**src/hw/rtl/assert_macros.svh**
```systemverilog
// Assertion helpers shared by the partitioner RTL.
`ifndef ASSERT_MACROS_SVH
`define ASSERT_MACROS_SVH

// Property must hold at every clock edge outside reset.
`define NSP_ASSERT(label, clk, rst, prop, msg) \
   label: assert property (@(posedge clk) disable iff (rst) prop) else $error(msg);

// Expression must never be true outside reset.
`define NSP_NEVER(label, clk, rst, expr, msg) \
   label: assert property (@(posedge clk) disable iff (rst) !(expr)) else $error(msg);

`endif

```
**src/hw/rtl/nsp_pkg.sv**
```systemverilog
`timescale 1ns / 1ps
package nsp_pkg;

   localparam int MAX_DIMS_DEF   = 4;
   localparam int MAX_PIECES_DEF = 4096;

   localparam int DATA_W     = 32;
   localparam int DIVIDEND_W = 64;
   localparam int ID_W       = 12;
   localparam int TOTAL_W    = 13;
   localparam int ADDR_W     = 5;
   localparam int CNT_W      = 7;
   localparam int MCNT_W     = 6;

   typedef enum logic [2:0] {
      REG_DIM_COUNT    = 3'd0,
      REG_EXTENT_ZERO  = 3'd1,
      REG_EXTENT_ONE   = 3'd2,
      REG_EXTENT_TWO   = 3'd3,
      REG_EXTENT_THREE = 3'd4,
      REG_PIECE_SIZE   = 3'd5
   } csr_reg_type;

   typedef enum logic [2:0] {
      DIV_BLOCKS = 3'd0,
      DIV_LEFT   = 3'd1,
      DIV_EXT    = 3'd2,
      DIV_ID     = 3'd3,
      DIV_MOD    = 3'd4
   } div_sel_type;

   typedef struct packed {
      logic        init_derive;
      logic        mul_start;
      logic        div_start;
      div_sel_type div_sel;
      logic        blocks_load;
      logic        split_short;
      logic        split_long;
      logic        left_load;
      logic        ext_load;
      logic        rp_init;
      logic        rp_step;
      logic        item_load;
      logic        bid_load;
      logic        prod_load;
      logic        out_load;
      logic        dim_clr;
      logic        dim_inc;
      logic        dim_dec;
      logic        dim_top;
   } cmd_type;

   typedef struct packed {
      logic cfg_wr;
      logic mul_busy;
      logic div_busy;
      logic dim_last;
      logic dim_zero;
      logic left_gt1;
      logic left_lt_ext;
      logic bad;
      logic out_free;
   } status_type;

endpackage

```
**src/hw/rtl/nd_subblock_partitioner_top.sv**
```systemverilog
// Per item: for each dimension in use, two 12-step divides on the shared radix-2 divider,
// then the product and output-load states; an out-of-range id skips the divides and product.
// One item at a time; the next item is taken once the last result is loaded.
// After reset or a register write the split is derived again with req_stall high.
// Reset is synchronous and returns the configuration registers to one.
`timescale 1ns / 1ps
module nd_subblock_partitioner_top #(
   parameter int MAX_DIMS   = nsp_pkg::MAX_DIMS_DEF,
   parameter int MAX_PIECES = nsp_pkg::MAX_PIECES_DEF
) (
   input  logic                            clock,
   input  logic                            reset,
   input  logic                            csr_psel,
   input  logic                            csr_penable,
   input  logic                            csr_pwrite,
   input  logic [nsp_pkg::ADDR_W-1:0]      csr_paddr,
   input  logic [nsp_pkg::DATA_W-1:0]      csr_pwdata,
   output logic [nsp_pkg::DATA_W-1:0]      csr_prdata,
   output logic                            csr_pready,
   input  logic                            req_valid,
   output logic                            req_stall,
   input  logic [nsp_pkg::ID_W-1:0]        req_piece_id,
   output logic                            rsp_valid,
   input  logic                            rsp_stall,
   output logic [1:0]                      rsp_dim_index,
   output logic [nsp_pkg::DATA_W-1:0]      rsp_piece_start,
   output logic [nsp_pkg::DATA_W-1:0]      rsp_piece_extent,
   output logic [nsp_pkg::TOTAL_W-1:0]     rsp_total_pieces,
   output logic                            rsp_id_out_of_range,
   output logic                            rsp_last_dim
);
   import nsp_pkg::*;

   cmd_type    cmd;
   status_type status;

   assign csr_pready = 1'b1;

   nsp_ctrl u_ctrl (
      .clock     (clock),
      .reset     (reset),
      .req_valid (req_valid),
      .req_stall (req_stall),
      .status    (status),
      .cmd       (cmd)
   );

   nsp_dp #(
      .MAX_DIMS   (MAX_DIMS),
      .MAX_PIECES (MAX_PIECES)
   ) u_dp (
      .clock               (clock),
      .reset               (reset),
      .csr_psel            (csr_psel),
      .csr_penable         (csr_penable),
      .csr_pwrite          (csr_pwrite),
      .csr_paddr           (csr_paddr),
      .csr_pwdata          (csr_pwdata),
      .csr_prdata          (csr_prdata),
      .req_piece_id        (req_piece_id),
      .rsp_valid           (rsp_valid),
      .rsp_stall           (rsp_stall),
      .rsp_dim_index       (rsp_dim_index),
      .rsp_piece_start     (rsp_piece_start),
      .rsp_piece_extent    (rsp_piece_extent),
      .rsp_total_pieces    (rsp_total_pieces),
      .rsp_id_out_of_range (rsp_id_out_of_range),
      .rsp_last_dim        (rsp_last_dim),
      .cmd                 (cmd),
      .status              (status)
   );

endmodule

```
**src/hw/rtl/nsp_div.sv**
```systemverilog
`timescale 1ns / 1ps
`include "assert_macros.svh"
module nsp_div (
   input  logic                              clock,
   input  logic                              reset,
   input  logic                              start,
   input  logic [nsp_pkg::DIVIDEND_W-1:0]    dividend,
   input  logic [nsp_pkg::DATA_W-1:0]        divisor,
   input  logic [nsp_pkg::CNT_W-1:0]         steps,
   output logic                              busy,
   output logic [nsp_pkg::DIVIDEND_W-1:0]    quotient,
   output logic [nsp_pkg::DATA_W-1:0]        remainder
);
   import nsp_pkg::*;

   logic                  busy_ff, busy_in;
   logic [CNT_W-1:0]      cnt_ff, cnt_in;
   logic [DIVIDEND_W-1:0] quo_ff, quo_in;
   logic [DATA_W-1:0]     rem_ff, rem_in;
   logic [DATA_W-1:0]     dsr_ff, dsr_in;
   logic [DATA_W:0]       trial;
   logic                  ge;

   // One restoring step per cycle; dividend bits enter from the top of quo
   always_comb begin
      trial   = {rem_ff, quo_ff[DIVIDEND_W-1]};
      ge      = trial >= {1'b0, dsr_ff};
      busy_in = busy_ff;
      cnt_in  = cnt_ff;
      quo_in  = quo_ff;
      rem_in  = rem_ff;
      dsr_in  = dsr_ff;
      if (start) begin
         busy_in = 1'b1;
         cnt_in  = steps;
         quo_in  = dividend;
         rem_in  = '0;
         dsr_in  = divisor;
      end else if (busy_ff) begin
         rem_in  = ge ? DATA_W'(trial - {1'b0, dsr_ff}) : trial[DATA_W-1:0];
         quo_in  = {quo_ff[DIVIDEND_W-2:0], ge};
         cnt_in  = cnt_ff - 1'b1;
         busy_in = cnt_ff != CNT_W'(1);
      end
   end

   always_ff @(posedge clock) begin
      if (reset) begin
         busy_ff <= 1'b0;
      end else begin
         busy_ff <= busy_in;
      end
      cnt_ff <= cnt_in;
      quo_ff <= quo_in;
      rem_ff <= rem_in;
      dsr_ff <= dsr_in;
   end

   assign busy      = busy_ff;
   assign quotient  = quo_ff;
   assign remainder = rem_ff;

   `NSP_ASSERT(a_div_busy_after_start, clock, reset, start |=> busy_ff, "divider idle after start")

endmodule

```
**src/hw/rtl/nsp_ctrl.sv**
```systemverilog
`timescale 1ns / 1ps
`include "assert_macros.svh"
module nsp_ctrl (
   input  logic                clock,
   input  logic                reset,
   input  logic                req_valid,
   output logic                req_stall,
   input  nsp_pkg::status_type status,
   output nsp_pkg::cmd_type    cmd
);
   import nsp_pkg::*;

   typedef enum logic [16:0] {
      ST_INIT      = 17'h00001,
      ST_MUL_GO    = 17'h00002,
      ST_MUL_WAIT  = 17'h00004,
      ST_BLK_GO    = 17'h00008,
      ST_BLK_WAIT  = 17'h00010,
      ST_SPLIT     = 17'h00020,
      ST_LEFT_WAIT = 17'h00040,
      ST_REM_GO    = 17'h00080,
      ST_REM_WAIT  = 17'h00100,
      ST_RP        = 17'h00200,
      ST_IDLE      = 17'h00400,
      ST_ITEM      = 17'h00800,
      ST_ID_WAIT   = 17'h01000,
      ST_MOD_WAIT  = 17'h02000,
      ST_PROD      = 17'h04000,
      ST_EMIT      = 17'h08000
   } state_type;

   state_type state_ff, state_in;
   logic      accept;

   assign req_stall = (state_ff != ST_IDLE) || status.cfg_wr;
   assign accept    = req_valid && !req_stall;

   // Sequence derivation after reset or a register write, then serve items
   always_comb begin
      cmd      = '0;
      state_in = state_ff;
      if (status.cfg_wr) begin
         state_in = ST_INIT;
      end else begin
         unique case (state_ff)
            ST_INIT: begin
               cmd.init_derive = 1'b1;
               cmd.dim_clr     = 1'b1;
               state_in        = ST_MUL_GO;
            end
            ST_MUL_GO: begin
               cmd.mul_start = 1'b1;
               state_in      = ST_MUL_WAIT;
            end
            ST_MUL_WAIT: begin
               if (!status.mul_busy) begin
                  if (status.dim_last) begin
                     cmd.dim_clr = 1'b1;
                     state_in    = ST_BLK_GO;
                  end else begin
                     cmd.dim_inc = 1'b1;
                     state_in    = ST_MUL_GO;
                  end
               end
            end
            ST_BLK_GO: begin
               cmd.div_start = 1'b1;
               cmd.div_sel   = DIV_BLOCKS;
               state_in      = ST_BLK_WAIT;
            end
            ST_BLK_WAIT: begin
               if (!status.div_busy) begin
                  cmd.blocks_load = 1'b1;
                  state_in        = ST_SPLIT;
               end
            end
            ST_SPLIT: begin
               priority if (!status.left_gt1) begin
                  cmd.dim_clr = 1'b1;
                  state_in    = ST_REM_GO;
               end else if (status.left_lt_ext) begin
                  cmd.split_short = 1'b1;
                  cmd.dim_clr     = 1'b1;
                  state_in        = ST_REM_GO;
               end else begin
                  cmd.split_long = 1'b1;
                  cmd.div_start  = 1'b1;
                  cmd.div_sel    = DIV_LEFT;
                  state_in       = ST_LEFT_WAIT;
               end
            end
            ST_LEFT_WAIT: begin
               if (!status.div_busy) begin
                  cmd.left_load = 1'b1;
                  if (status.dim_last) begin
                     cmd.dim_clr = 1'b1;
                     state_in    = ST_REM_GO;
                  end else begin
                     cmd.dim_inc = 1'b1;
                     state_in    = ST_SPLIT;
                  end
               end
            end
            ST_REM_GO: begin
               cmd.div_start = 1'b1;
               cmd.div_sel   = DIV_EXT;
               state_in      = ST_REM_WAIT;
            end
            ST_REM_WAIT: begin
               if (!status.div_busy) begin
                  cmd.ext_load = 1'b1;
                  if (status.dim_last) begin
                     cmd.dim_top = 1'b1;
                     cmd.rp_init = 1'b1;
                     state_in    = ST_RP;
                  end else begin
                     cmd.dim_inc = 1'b1;
                     state_in    = ST_REM_GO;
                  end
               end
            end
            ST_RP: begin
               cmd.rp_step = 1'b1;
               if (status.dim_zero) begin
                  state_in = ST_IDLE;
               end else begin
                  cmd.dim_dec = 1'b1;
               end
            end
            ST_IDLE: begin
               if (accept) begin
                  cmd.item_load = 1'b1;
                  cmd.dim_clr   = 1'b1;
                  state_in      = ST_ITEM;
               end
            end
            ST_ITEM: begin
               if (status.bad) begin
                  state_in = ST_EMIT;
               end else begin
                  cmd.div_start = 1'b1;
                  cmd.div_sel   = DIV_ID;
                  state_in      = ST_ID_WAIT;
               end
            end
            ST_ID_WAIT: begin
               if (!status.div_busy) begin
                  cmd.div_start = 1'b1;
                  cmd.div_sel   = DIV_MOD;
                  state_in      = ST_MOD_WAIT;
               end
            end
            ST_MOD_WAIT: begin
               if (!status.div_busy) begin
                  cmd.bid_load = 1'b1;
                  state_in     = ST_PROD;
               end
            end
            ST_PROD: begin
               cmd.prod_load = 1'b1;
               state_in      = ST_EMIT;
            end
            ST_EMIT: begin
               if (status.out_free) begin
                  cmd.out_load = 1'b1;
                  if (status.dim_last) begin
                     state_in = ST_IDLE;
                  end else begin
                     cmd.dim_inc = 1'b1;
                     state_in    = ST_ITEM;
                  end
               end
            end
            default: begin
               state_in = ST_INIT;
            end
         endcase
      end
   end

   always_ff @(posedge clock) begin
      if (reset) begin
         state_ff <= ST_INIT;
      end else begin
         state_ff <= state_in;
      end
   end

   `NSP_ASSERT(a_accept_starts_item, clock, reset, accept |=> (state_ff == ST_ITEM || state_ff == ST_INIT), "accepted item not started")
   `NSP_NEVER(a_one_unit_start, clock, reset, cmd.mul_start && cmd.div_start, "multiplier and divider started together")

endmodule

```
**src/hw/rtl/nsp_dp.sv**
```systemverilog
`timescale 1ns / 1ps
`include "assert_macros.svh"
module nsp_dp #(
   parameter int MAX_DIMS   = nsp_pkg::MAX_DIMS_DEF,
   parameter int MAX_PIECES = nsp_pkg::MAX_PIECES_DEF
) (
   input  logic                            clock,
   input  logic                            reset,
   input  logic                            csr_psel,
   input  logic                            csr_penable,
   input  logic                            csr_pwrite,
   input  logic [nsp_pkg::ADDR_W-1:0]      csr_paddr,
   input  logic [nsp_pkg::DATA_W-1:0]      csr_pwdata,
   output logic [nsp_pkg::DATA_W-1:0]      csr_prdata,
   input  logic [nsp_pkg::ID_W-1:0]        req_piece_id,
   output logic                            rsp_valid,
   input  logic                            rsp_stall,
   output logic [1:0]                      rsp_dim_index,
   output logic [nsp_pkg::DATA_W-1:0]      rsp_piece_start,
   output logic [nsp_pkg::DATA_W-1:0]      rsp_piece_extent,
   output logic [nsp_pkg::TOTAL_W-1:0]     rsp_total_pieces,
   output logic                            rsp_id_out_of_range,
   output logic                            rsp_last_dim,
   input  nsp_pkg::cmd_type                cmd,
   output nsp_pkg::status_type             status
);
   import nsp_pkg::*;

   localparam int PW   = $clog2(MAX_PIECES + 1);
   localparam int DIW  = (MAX_DIMS > 1) ? $clog2(MAX_DIMS) : 1;
   localparam int CMPW = (PW > ID_W) ? PW : ID_W;

   // Configuration registers
   logic [2:0]        dimc_ff;
   logic [DATA_W-1:0] ext_ff [4];
   logic [DATA_W-1:0] psz_ff;
   logic              cfg_wr;
   csr_reg_type       cfg_idx;

   // Derived state
   logic [DIVIDEND_W-1:0] elems_ff;
   logic [PW-1:0]         left_ff;
   logic [PW-1:0]         prod_ff;
   logic [PW-1:0]         sf_ff   [MAX_DIMS];
   logic [PW-1:0]         rm_ff   [MAX_DIMS];
   logic [PW-1:0]         rp_ff   [MAX_DIMS];
   logic [DATA_W-1:0]     base_ff [MAX_DIMS];
   logic [DIW-1:0]        dim_ff;

   // Per-item working registers
   logic [ID_W-1:0]   id_ff;
   logic              bad_ff;
   logic [ID_W-1:0]   bid_ff;
   logic [DATA_W-1:0] startp_ff;

   // Serial multiplier
   logic [DIVIDEND_W-1:0] macc_ff, macc_in;
   logic [DATA_W-1:0]     mplr_ff, mplr_in;
   logic                  msat_ff, msat_in;
   logic [MCNT_W-1:0]     mcnt_ff;
   logic                  mbusy_ff;
   logic [DIVIDEND_W:0]   msum;
   logic [DIVIDEND_W-1:0] maddend;

   // Output register
   logic                  rsp_valid_ff;
   logic [1:0]            rsp_dim_ff;
   logic [DATA_W-1:0]     rsp_start_ff;
   logic [DATA_W-1:0]     rsp_ext_ff;
   logic [TOTAL_W-1:0]    rsp_total_ff;
   logic                  rsp_oor_ff;
   logic                  rsp_last_ff;

   // Divider hookup
   logic [DIVIDEND_W-1:0] dvd;
   logic [DATA_W-1:0]     dsr;
   logic [CNT_W-1:0]      dsteps;
   logic                  div_busy;
   logic [DIVIDEND_W-1:0] div_quo;
   logic [DATA_W-1:0]     div_rem;

   logic [3:0]        nd4;
   logic              dim_last;
   logic [2:0]        dim3;
   logic [DATA_W-1:0] ext_cur;
   logic [PW-1:0]     sf_cur;
   logic [PW-1:0]     rm_cur;
   logic [PW-1:0]     rp_cur;
   logic [DATA_W-1:0] base_cur;
   logic [PW-1:0]     blocks;
   logic              lt;
   logic              out_free;

   assign cfg_wr  = csr_psel && csr_penable && csr_pwrite;
   assign cfg_idx = csr_reg_type'(csr_paddr[ADDR_W-1:2]);

   // Register file writes
   always_ff @(posedge clock) begin
      if (reset) begin
         dimc_ff <= 3'd1;
         for (int i = 0; i < 4; i++) begin
            ext_ff[i] <= DATA_W'(1);
         end
         psz_ff <= DATA_W'(1);
      end else if (cfg_wr) begin
         unique case (cfg_idx)
            REG_DIM_COUNT:    dimc_ff   <= csr_pwdata[2:0];
            REG_EXTENT_ZERO:  ext_ff[0] <= csr_pwdata;
            REG_EXTENT_ONE:   ext_ff[1] <= csr_pwdata;
            REG_EXTENT_TWO:   ext_ff[2] <= csr_pwdata;
            REG_EXTENT_THREE: ext_ff[3] <= csr_pwdata;
            REG_PIECE_SIZE:   psz_ff    <= csr_pwdata;
            default: begin
            end
         endcase
      end
   end

   // Register file reads
   always_comb begin
      unique case (cfg_idx)
         REG_DIM_COUNT:    csr_prdata = DATA_W'(dimc_ff);
         REG_EXTENT_ZERO:  csr_prdata = ext_ff[0];
         REG_EXTENT_ONE:   csr_prdata = ext_ff[1];
         REG_EXTENT_TWO:   csr_prdata = ext_ff[2];
         REG_EXTENT_THREE: csr_prdata = ext_ff[3];
         REG_PIECE_SIZE:   csr_prdata = psz_ff;
         default:          csr_prdata = '0;
      endcase
   end

   // Clamp the dimension count and pick the current dimension's values
   always_comb begin
      if (dimc_ff == 3'd0) begin
         nd4 = 4'd1;
      end else if (4'(dimc_ff) > 4'(MAX_DIMS)) begin
         nd4 = 4'(MAX_DIMS);
      end else begin
         nd4 = 4'(dimc_ff);
      end
      dim_last = 4'(dim_ff) == (nd4 - 4'd1);
      dim3     = 3'(dim_ff);
      ext_cur  = (dim3 < 3'd4) ? ext_ff[dim3[1:0]] : DATA_W'(1);
      sf_cur   = sf_ff[dim_ff];
      rm_cur   = rm_ff[dim_ff];
      rp_cur   = rp_ff[dim_ff];
      base_cur = base_ff[dim_ff];
   end

   // Divider operand select
   always_comb begin
      unique case (cmd.div_sel)
         DIV_BLOCKS: begin
            dvd    = elems_ff;
            dsr    = (psz_ff == '0) ? DATA_W'(1) : psz_ff;
            dsteps = CNT_W'(DIVIDEND_W);
         end
         DIV_LEFT: begin
            dvd    = DIVIDEND_W'(left_ff) << (DIVIDEND_W - PW);
            dsr    = ext_cur;
            dsteps = CNT_W'(PW);
         end
         DIV_EXT: begin
            dvd    = {ext_cur, {(DIVIDEND_W-DATA_W){1'b0}}};
            dsr    = DATA_W'(sf_cur);
            dsteps = CNT_W'(DATA_W);
         end
         DIV_ID: begin
            dvd    = {id_ff, {(DIVIDEND_W-ID_W){1'b0}}};
            dsr    = DATA_W'(rp_cur);
            dsteps = CNT_W'(ID_W);
         end
         DIV_MOD: begin
            dvd    = {div_quo[ID_W-1:0], {(DIVIDEND_W-ID_W){1'b0}}};
            dsr    = DATA_W'(sf_cur);
            dsteps = CNT_W'(ID_W);
         end
         default: begin
            dvd    = elems_ff;
            dsr    = DATA_W'(1);
            dsteps = CNT_W'(1);
         end
      endcase
   end

   nsp_div u_div (
      .clock     (clock),
      .reset     (reset),
      .start     (cmd.div_start),
      .dividend  (dvd),
      .divisor   (dsr),
      .steps     (dsteps),
      .busy      (div_busy),
      .quotient  (div_quo),
      .remainder (div_rem)
   );

   // Sub-block count: ceiling of the quotient, clamped to 1..MAX_PIECES
   always_comb begin
      if (div_quo >= DIVIDEND_W'(MAX_PIECES)) begin
         blocks = PW'(MAX_PIECES);
      end else begin
         blocks = PW'(div_quo) + PW'(div_rem != '0);
      end
      if (blocks == '0) begin
         blocks = PW'(1);
      end
   end

   // Saturating multiply, one multiplier bit per cycle from the top
   always_comb begin
      maddend = mplr_ff[DATA_W-1] ? elems_ff : '0;
      msum    = {1'b0, macc_ff[DIVIDEND_W-2:0], 1'b0} + {1'b0, maddend};
      msat_in = msat_ff | macc_ff[DIVIDEND_W-1] | msum[DIVIDEND_W];
      macc_in = msum[DIVIDEND_W-1:0];
      mplr_in = {mplr_ff[DATA_W-2:0], 1'b0};
   end

   always_ff @(posedge clock) begin
      if (reset) begin
         mbusy_ff <= 1'b0;
      end else if (cmd.mul_start) begin
         mbusy_ff <= 1'b1;
      end else if (mbusy_ff && mcnt_ff == MCNT_W'(1)) begin
         mbusy_ff <= 1'b0;
      end
      if (cmd.mul_start) begin
         macc_ff <= '0;
         msat_ff <= 1'b0;
         mplr_ff <= ext_cur;
         mcnt_ff <= MCNT_W'(DATA_W);
      end else if (mbusy_ff) begin
         macc_ff <= macc_in;
         msat_ff <= msat_in;
         mplr_ff <= mplr_in;
         mcnt_ff <= mcnt_ff - 1'b1;
      end
   end

   // Element count: start at one, fold in each product
   always_ff @(posedge clock) begin
      if (cmd.init_derive) begin
         elems_ff <= DIVIDEND_W'(1);
      end else if (mbusy_ff && mcnt_ff == MCNT_W'(1)) begin
         elems_ff <= msat_in ? '1 : macc_in;
      end
   end

   // Split factors, remainders, reverse products
   always_ff @(posedge clock) begin
      if (cmd.init_derive) begin
         for (int i = 0; i < MAX_DIMS; i++) begin
            sf_ff[i]   <= PW'(1);
            rm_ff[i]   <= '0;
            rp_ff[i]   <= PW'(1);
            base_ff[i] <= DATA_W'(1);
         end
      end
      if (cmd.blocks_load) begin
         left_ff <= blocks;
      end
      if (cmd.split_short) begin
         sf_ff[dim_ff] <= left_ff;
         left_ff       <= PW'(1);
      end
      if (cmd.split_long) begin
         sf_ff[dim_ff] <= PW'(ext_cur);
      end
      if (cmd.left_load) begin
         left_ff <= div_quo[PW-1:0];
      end
      if (cmd.ext_load) begin
         rm_ff[dim_ff]   <= div_rem[PW-1:0];
         base_ff[dim_ff] <= div_quo[DATA_W-1:0];
      end
      if (cmd.rp_init) begin
         prod_ff <= PW'(1);
      end
      if (cmd.rp_step) begin
         rp_ff[dim_ff] <= prod_ff;
         prod_ff       <= PW'(prod_ff * sf_cur);
      end
   end

   // Dimension counter
   always_ff @(posedge clock) begin
      if (reset) begin
         dim_ff <= '0;
      end else if (cmd.dim_clr) begin
         dim_ff <= '0;
      end else if (cmd.dim_top) begin
         dim_ff <= DIW'(nd4 - 4'd1);
      end else if (cmd.dim_inc) begin
         dim_ff <= dim_ff + 1'b1;
      end else if (cmd.dim_dec) begin
         dim_ff <= dim_ff - 1'b1;
      end
   end

   // Item working registers
   always_ff @(posedge clock) begin
      if (cmd.item_load) begin
         id_ff  <= req_piece_id;
         bad_ff <= CMPW'(req_piece_id) >= CMPW'(prod_ff);
      end
      if (cmd.bid_load) begin
         bid_ff <= div_rem[ID_W-1:0];
      end
      if (cmd.prod_load) begin
         startp_ff <= DATA_W'(base_cur * bid_ff);
      end
   end

   // Output register: hold until the transfer completes
   assign out_free = !rsp_valid_ff || !rsp_stall;
   assign lt       = CMPW'(bid_ff) < CMPW'(rm_cur);

   always_ff @(posedge clock) begin
      if (reset) begin
         rsp_valid_ff <= 1'b0;
      end else if (cmd.out_load) begin
         rsp_valid_ff <= 1'b1;
      end else if (!rsp_stall) begin
         rsp_valid_ff <= 1'b0;
      end
      if (cmd.out_load) begin
         rsp_dim_ff   <= 2'(dim_ff);
         rsp_total_ff <= TOTAL_W'(prod_ff);
         rsp_oor_ff   <= bad_ff;
         rsp_last_ff  <= dim_last;
         if (bad_ff) begin
            rsp_start_ff <= '0;
            rsp_ext_ff   <= '0;
         end else begin
            rsp_start_ff <= startp_ff + (lt ? DATA_W'(bid_ff) : DATA_W'(rm_cur));
            rsp_ext_ff   <= base_cur + DATA_W'(lt);
         end
      end
   end

   assign rsp_valid           = rsp_valid_ff;
   assign rsp_dim_index       = rsp_dim_ff;
   assign rsp_piece_start     = rsp_start_ff;
   assign rsp_piece_extent    = rsp_ext_ff;
   assign rsp_total_pieces    = rsp_total_ff;
   assign rsp_id_out_of_range = rsp_oor_ff;
   assign rsp_last_dim        = rsp_last_ff;

   always_comb begin
      status             = '0;
      status.cfg_wr      = cfg_wr;
      status.mul_busy    = mbusy_ff;
      status.div_busy    = div_busy;
      status.dim_last    = dim_last;
      status.dim_zero    = dim_ff == '0;
      status.left_gt1    = left_ff > PW'(1);
      status.left_lt_ext = DATA_W'(left_ff) < ext_cur;
      status.bad         = bad_ff;
      status.out_free    = out_free;
   end

   `NSP_ASSERT(a_oor_zero, clock, reset, (rsp_valid_ff && rsp_oor_ff) |-> (rsp_start_ff == '0 && rsp_ext_ff == '0), "out-of-range result not zero")
   `NSP_ASSERT(a_load_when_free, clock, reset, cmd.out_load |-> out_free, "result overwritten before transfer")

endmodule
```
**config.mk**
```make
export PLATFORM = sky130hd
export DESIGN_NAME = nd_subblock_partitioner_top
export DESIGN_NICKNAME = d
export VERILOG_FILES = /design/src/hw/rtl/nsp_pkg.sv /design/src/hw/rtl/nd_subblock_partitioner_top.sv /design/src/hw/rtl/nsp_div.sv /design/src/hw/rtl/nsp_ctrl.sv /design/src/hw/rtl/nsp_dp.sv
export VERILOG_INCLUDE_DIRS = /design/src /design/src/hw/rtl
export SDC_FILE = /design/constraint.sdc
export NUM_CORES = 2
export LEC_CHECK = 0
export BUFFER_PORTS_ARGS = -buffer_cell sky130_fd_sc_hd__buf_2
export CAP_MARGIN = 0
export CORE_MARGIN = 2
export CORE_UTILIZATION = 45
export DETAILED_ROUTE_END_ITERATION = 6
export GPL_ROUTABILITY_DRIVEN = 0
export SLEW_MARGIN = 20
export SYNTH_ARGS = -nofsm -noshare
export SYNTH_HDL_FRONTEND = slang
export SYNTH_HIERARCHICAL = 1
export SYNTH_SLANG_ARGS = --single-unit
```
**constraint.sdc**
```tcl
create_clock -name clock -period 6.85 [get_ports clock]
set_input_delay 2.055 -clock clock [delete_from_list [all_inputs] [get_ports clock]]
set_output_delay 2.055 -clock clock [all_outputs]
set_load 0.1 [all_outputs]
```
# Word level (Yosys, flattened, before mapping)
# Memory sizes are Yosys's and may differ from the RTL's. A register that Yosys moved wholly into a read port is not among the register bits.
# Index checks and enable logic that the tools add are counted.
dict set report classes {
  add_sub_neg 10
  n_mul 2
  bitwise 7
  n_reduce_logical 33
  magnitude_cmp 7
  mux 142
  n_eq_ne 39
}
# op n
set ops {}
lappend ops {{$mux 32} 9}
lappend ops {{$pmux 17 s16} 1}
lappend ops {{$mux 64} 4}
lappend ops {{$pmux 64 s4} 1}
lappend ops {{$pmux 32 s6} 1}
lappend ops {{$mux 13} 12}
lappend ops {{$mux 17} 9}
lappend ops {{$pmux 32 s4} 1}
lappend ops {{$add 64x64->65} 1}
lappend ops {{$ge 64x13->1 const B} 1}
lappend ops {{$mux 1} 61}
lappend ops {{$mux 2} 23}
lappend ops {{$reduce_or 13->1} 3}
lappend ops {{$ge 33x32->1} 1}
lappend ops {{$add 32x1->32} 1}
lappend ops {{$add 32x32->32} 1}
lappend ops {{$logic_not 32->1} 1}
lappend ops {{$lt 13x32->1} 1}
lappend ops {{$mul 32x12->32} 1}
lappend ops {{$reduce_bool 32->1} 1}
lappend ops {{$reduce_or 32->1} 1}
lappend ops {{$sub 32x32->32} 1}
lappend ops {{$pmux 7 s4} 1}
lappend ops {{$mux 4} 6}
lappend ops {{58 further kinds} 97}
dict set report totals {
  word_cells 273
  memories 5
  inputBits 56
  out_inout_bits 116
  ff_bits 523
  mem_bits_rw 412
}
# name words width rd rd_ports_with_merged_regs write_ports line
set mem_list {}
lappend mem_list {u_dp.base_ff 4 32 1 1 4 nsp_dp.sv:47} ;# logic [DATA_W-1:0] base_ff [MAX_DIMS];
lappend mem_list {u_dp.ext_ff 4 32 5 1 4 nsp_dp.sv:35} ;# logic [DATA_W-1:0] ext_ff [4];
lappend mem_list {u_dp.rm_ff 4 13 1 1 4 nsp_dp.sv:45} ;# logic [PW-1:0] rm_ff [MAX_DIMS];
lappend mem_list {u_dp.rp_ff 4 13 1 1 4 nsp_dp.sv:46} ;# logic [PW-1:0] rp_ff [MAX_DIMS];
lappend mem_list {u_dp.sf_ff 4 13 1 1 4 nsp_dp.sv:44} ;# logic [PW-1:0] sf_ff [MAX_DIMS];

# Longest topological paths before layout
dict set report logic_depth {
  depth_word 14
  ltp_mapped 33
  mapped_depth_nobuf 24
}

# By module
# Netlist, hierarchy kept.
# module instances area_per_inst_um2 cells_each seq_area_each_um2
set modules_own_cells {}
lappend modules_own_cells {nsp_dp 1 52465.3 5011 21780.9}
lappend modules_own_cells {nsp_div 1 7612.3 721 3753.6}
lappend modules_own_cells {nsp_ctrl 1 1350.0 172 320.3}
lappend modules_own_cells {nd_subblock_partitioner_top 1 11.3 2 0.0}

# Least setup slack after synthesis
# Ideal clock, no wire load.
dict set report synth_path {
  path_kind {reg-to-reg}
  from {register (tool-made name)}
  to {register u_dp.startp_ff[31], data pin}
  synth_period_minus_slack_ns 7.256
  setup_ns 0.260
  stages_incl_launch_ff 30
  slack_ns -0.406
  n_path_buf 8
  required_ns 6.590
  arrival_ns 6.997
  path_cell_list {dfxtp_1 buf_4 buf_12 buf_12 buf_6 buf_4 buf_4 buf_4 mux4_2 clkbuf_1 nand2_1 fa_1 fa_1 inv_1 fa_1 fa_1 inv_1 fa_1 inv_1 ha_1 a21o_1 a21oi_1 o2111ai_1 o21ai_0 o21ai_1 and4_1 o41ai_1 nand2b_1 a21oi_1 xnor2_1}
}
# element line
set synth_lines {}
lappend synth_lines {{end signal, assigned} nsp_dp.sv:310} ;# startp_ff <= DATA_W'(base_cur * bid_ff);
lappend synth_lines {{end, declared} nsp_dp.sv:54} ;# logic [DATA_W-1:0] startp_ff;

==> out/qor.json <==
{
  "finish": {
    "register_area_sq_um": 25860,
    "synthToLayoutAreaGrowth_pct": 11.16,
    "post-route-cell-area_sq_um": 68300,
    "design.final.nets": 6545,
    "area_occupied_by_multi_input_gates_sq_um": 32360,
    "drive_gt1_share_pct": 13.59,
    "fill_cells": 12256
  },
  "clocking": {
    "cts_root_buffer": "sky130_fd_sc_hd__clkbuf_16",
    "cts_num_sinks": 936,
    "htree_levels": 3,
    "path_clk_slew_ps": 60,
    "tritoncts": "yes",
    "number_of_clock_buffers_inserted_by_tritoncts": 104,
    "clock_insertion_delay_worst_skew_ps": 780,
    "max-clock-path-buffers": 3
  },
  "routing": {
    "dr_total_vias": 45018,
    "drt.antenna.violating_nets": 0,
    "initialDrtViolationCount": 3918,
    "wl_per_cell_um": 22.22,
    "detailedRoute.firstPassIterationCount": 5,
    "drc_errors": 0,
    "drt_wl_total_um": 174300,
    "post_drt_via_cell_ratio": 5.739
  },
  "job": {
    "cap_viol_max_count": 0
  },
  "critical_path": {
    "timing.setup.critical_path_class": "reg2reg",
    "worst-endpoint-required_ps": 7300,
    "timing.critical_path.from_type": "flip-flop",
    "timing.critical_path.fanout_max": 13,
    "worstSetupEndpointType": "flip-flop",
    "arrival_ps": 7060
  },
  "grt": {
    "grt_antenna_before_repair": 8,
    "largest_net_degree_at_the_start_of_global_routing": 101,
    "gr-usage-all-layers_pct": 24.72,
    "first_global_vias": 44562,
    "grt_first_pass_wirelength_um": 268000,
    "globalRouteOverflowTotal": 0
  },
  "yosys": {
    "main_combinational_cell_family_by_area_after_synthesis": "simple AND/OR/NAND/NOR gates",
    "syn_area_sq_um": 61440,
    "synth_adder_area_share_pct": 14.25,
    "synth_cell_types": 111,
    "synth_async_sr_flop_share_pct": 0,
    "synth_compound_gate_area_share_pct": 10.35,
    "syn-instance-count": 5906,
    "synthMuxAreaShare_pct": 7.596,
    "synth_area_per_cell_sq_um": 10.40,
    "synthXorXnorAreaFrac_pct": 3.008,
    "sequential_element_share_of_the_synthesized_area_pct": 42.08,
    "synthSimpleGateAreaFrac_pct": 17.15,
    "synth_edf_count": 711,
    "synth_seq_cells": 936,
    "synthesis.yosys.warnings": 6,
    "synth_ff_type": "sky130_fd_sc_hd__edfxtp_1"
  },
  "timing": {
    "setup_total_negative_slack_ps": 0,
    "setup_violations": 0,
    "worst_slew_margin_rel_pct": 28.90,
    "clock.fmax_ghz": 0.1513,
    "period_share_pct": 96.48,
    "worst_pin_slew_ps": 1063,
    "final_setup_skew_ps": 114.4,
    "rsz0062_at_grt": "true",
    "timing_max_transition_violations_final": 0,
    "report.final.hold_viol_count": 0,
    "final.min_clock_period_ps": 6609
  },
  "power_and_ir_drop": {
    "leak_nw": 26.94,
    "powerDensity_nw_per_um2": 262.2,
    "ir_worst_vdd_mv": 0.5478,
    "totalPowerFinal_w": 0.01791
  },
  "floorplanning": {
    "design.core.area_sq_um": 135500,
    "dieArea_sq_um": 139500,
    "std_cell_rows": 135,
    "design.portCount": 172,
    "floorplan.die.width_um": 373.5,
    "dieHeight_um": 373.5,
    "initial_core_utilization_pct": 45.35
  },
  "min_path": {
    "min_from": "u_dp/macc_ff[60]$_SDFFE_PP0P_",
    "worst_hold_path_type": "reg2reg"
  },
  "outcome": {
    "outcome": "finished clean"
  },
  "placement": {
    "port_buffers": 168,
    "dpl-instance-area_sq_um": 64750,
    "dp_hpwl_um": 123600
  }
}
==> critical path, stage by stage, from the launching register on <==
cell	delay [ps]
sky130_fd_sc_hd__dfxtp_4	430
sky130_fd_sc_hd__buf_4	150
sky130_fd_sc_hd__mux4_2	690
sky130_fd_sc_hd__and2_1	260
sky130_fd_sc_hd__fa_1	510
sky130_fd_sc_hd__fa_1	520
sky130_fd_sc_hd__fa_1	520
sky130_fd_sc_hd__fa_1	540
sky130_fd_sc_hd__inv_1	50
sky130_fd_sc_hd__fa_1	530
sky130_fd_sc_hd__inv_1	40
sky130_fd_sc_hd__ha_1	300
sky130_fd_sc_hd__a21o_1	180
sky130_fd_sc_hd__a21oi_1	230
sky130_fd_sc_hd__o2111ai_1	170
sky130_fd_sc_hd__o21ai_2	200
sky130_fd_sc_hd__o21ai_1	150
sky130_fd_sc_hd__and4_1	260
sky130_fd_sc_hd__o41ai_1	320
sky130_fd_sc_hd__nand2b_1	90
sky130_fd_sc_hd__a21oi_1	170
sky130_fd_sc_hd__xnor2_1	70
==> per-layer routing <==
layer	part of all wire [%]	track usage, %	vias to the layer above
met5	0	0	-
met4	3.4	8.922	0
met3	7.1	3.963	310
met2	46	39.64	1594
met1	44	33.91	22290
li1	-	-	20824
==> cell usage in the layout (no fill, tap or decap), drive strengths merged, types with 16 or more instances in the layout <==
cell and instances:
a211oi 19, a21o 73, a21oi 272, a221o 32
a22o 41, a311oi 32, a31oi 53, and2 439
and3 190, buf 334, clkbuf 131, clkinv 47
dfxtp 225, edfxtp 711, fa 290, ha 235
inv 479, mux2 113, mux2i 107, mux4 103
nand2 629, nand2b 37, nand3 71, nand4 50
nor2 363, nor2b 46, nor3 73, nor4 58
o211ai 16, o21a 28, o21ai 247, o21bai 29
o22ai 33, o31ai 16, or2 21, or3 40
xnor2 133, xor2 78
==> Yosys cell counts, types with 31 or more instances <==
| library cell | instances | area, sq um |
|---|---|---|
| sky130_fd_sc_hd__a21o_1 | 72 | 540.5 |
| sky130_fd_sc_hd__a21oi_1 | 270 | 1351 |
| sky130_fd_sc_hd__a221o_1 | 32 | 320.3 |
| sky130_fd_sc_hd__a22o_1 | 41 | 359.1 |
| sky130_fd_sc_hd__a311oi_1 | 31 | 271.5 |
| sky130_fd_sc_hd__a31oi_1 | 52 | 325.3 |
| sky130_fd_sc_hd__and2_1 | 438 | 2740 |
| sky130_fd_sc_hd__and3_1 | 190 | 1189 |
| sky130_fd_sc_hd__buf_2 | 37 | 185.2 |
| sky130_fd_sc_hd__clkbuf_1 | 296 | 1111 |
| sky130_fd_sc_hd__dfxtp_1 | 225 | 4504 |
| sky130_fd_sc_hd__edfxtp_1 | 711 | 21350 |
| sky130_fd_sc_hd__fa_1 | 290 | 5806 |
| sky130_fd_sc_hd__ha_1 | 235 | 2940 |
| sky130_fd_sc_hd__inv_1 | 476 | 1787 |
| sky130_fd_sc_hd__mux2_2 | 113 | 1272 |
| sky130_fd_sc_hd__mux2i_1 | 107 | 1071 |
| sky130_fd_sc_hd__mux4_2 | 102 | 2297 |
| sky130_fd_sc_hd__nand2_1 | 627 | 2354 |
| sky130_fd_sc_hd__nand2b_1 | 37 | 231.5 |
| sky130_fd_sc_hd__nand3_1 | 69 | 345.3 |
| sky130_fd_sc_hd__nand4_1 | 46 | 287.8 |
| sky130_fd_sc_hd__nor2_1 | 358 | 1344 |
| sky130_fd_sc_hd__nor2b_1 | 46 | 287.8 |
| sky130_fd_sc_hd__nor3_1 | 68 | 340.3 |
| sky130_fd_sc_hd__nor4_1 | 54 | 337.8 |
| sky130_fd_sc_hd__o21ai_0 | 234 | 1171 |
| sky130_fd_sc_hd__o22ai_1 | 33 | 206.5 |
| sky130_fd_sc_hd__or3_1 | 39 | 244.0 |
| sky130_fd_sc_hd__xnor2_1 | 133 | 1165 |
| sky130_fd_sc_hd__xor2_1 | 78 | 683.2 |
==> through the flow <==
stage               hold slack, ps  std cells  utilization [%]  setup WS, ps
floorplan                    406.4       5908                -        -24.63
global placement             445.3       7632            47.80         73.59
detailed placement           456.0       7632            47.80         57.16
CTS                          470.4       7828            50.33         86.47
global route                 499.6       7837            50.40        -52.89
finish                       464.1       7844            50.41         240.8
==> cells by family (layout without fill, tap and decap cells) <==
family | after synthesis | in the layout
AND/OR/NAND/NOR | 2068 | 2068
AO/OA/AOI/OAI | 979 | 979
flip-flops | 936 | 936
buffers and inverters | 861 | 1007
adder cells (fa/ha/maj) | 526 | 526
multiplexers | 323 | 323
XOR/XNOR | 211 | 211
other | 2 | 13
==> final cells by class <==
cell class	count	area share, %
Sequential cell	936	37.87
Antenna cell	9	0.03298
Inverter	477	2.622
Clock inverter	65	0.9691
Timing Repair Buffer	334	3.807
Clock buffer	131	4.049
Tap cell	1781	3.263
Multi-Input combinational cell	4111	47.39
==> where the power goes <==
group	internal [W]	leakage, nW	switching [W]	total, W
logic	0.00231	16.8	0.00311	0.00542
clock network	0.00312	1.65	0.00248	0.00561
registers	0.00670	8.48	0.000178	0.00688
==> registers in the layout (all words and copies together), names as in the netlist, 16 cells and up, named ones only <==
| name | flops |
|---|---|
| u_dp/rsp_piece_extent | 32 |
| u_dp/u_div/dsr_ff | 32 |
| u_dp/u_div/quotient | 64 |
| u_dp/rm_ff | 52 |
| u_dp/mplr_ff | 32 |
| u_dp/base_ff | 128 |
| u_dp/ext_ff | 128 |
| u_dp/macc_ff | 64 |
| u_ctrl/state_ff | 16 |
| u_dp/psz_ff | 32 |
| u_dp/sf_ff | 52 |
| u_dp/u_div/remainder | 32 |
| u_dp/startp_ff | 32 |
| u_dp/elems_ff | 64 |
| u_dp/rp_ff | 52 |
| u_dp/rsp_piece_start | 32 |
==> worst paths after layout <==
kind,slack [ps],endpoint,cells after the start
hold / removal,460,u_dp/macc_ff[60]$_SDFFE_PP0P_,2
setup reg to reg,240,u_dp/startp_ff[31]$_DFFE_PP_,21
setup / recovery,240,u_dp/startp_ff[31]$_DFFE_PP_,21
hold reg to reg,460,u_dp/macc_ff[60]$_SDFFE_PP0P_,2
==> timing repair <==
action,in CTS,in global routing
setup endpoints to repair,0,8
buffers inserted,0,7
resized for setup,0,7
hold buffers,0,0
endpoints found under the hold margin,0,0
Power figures use the tool's default switching activity.
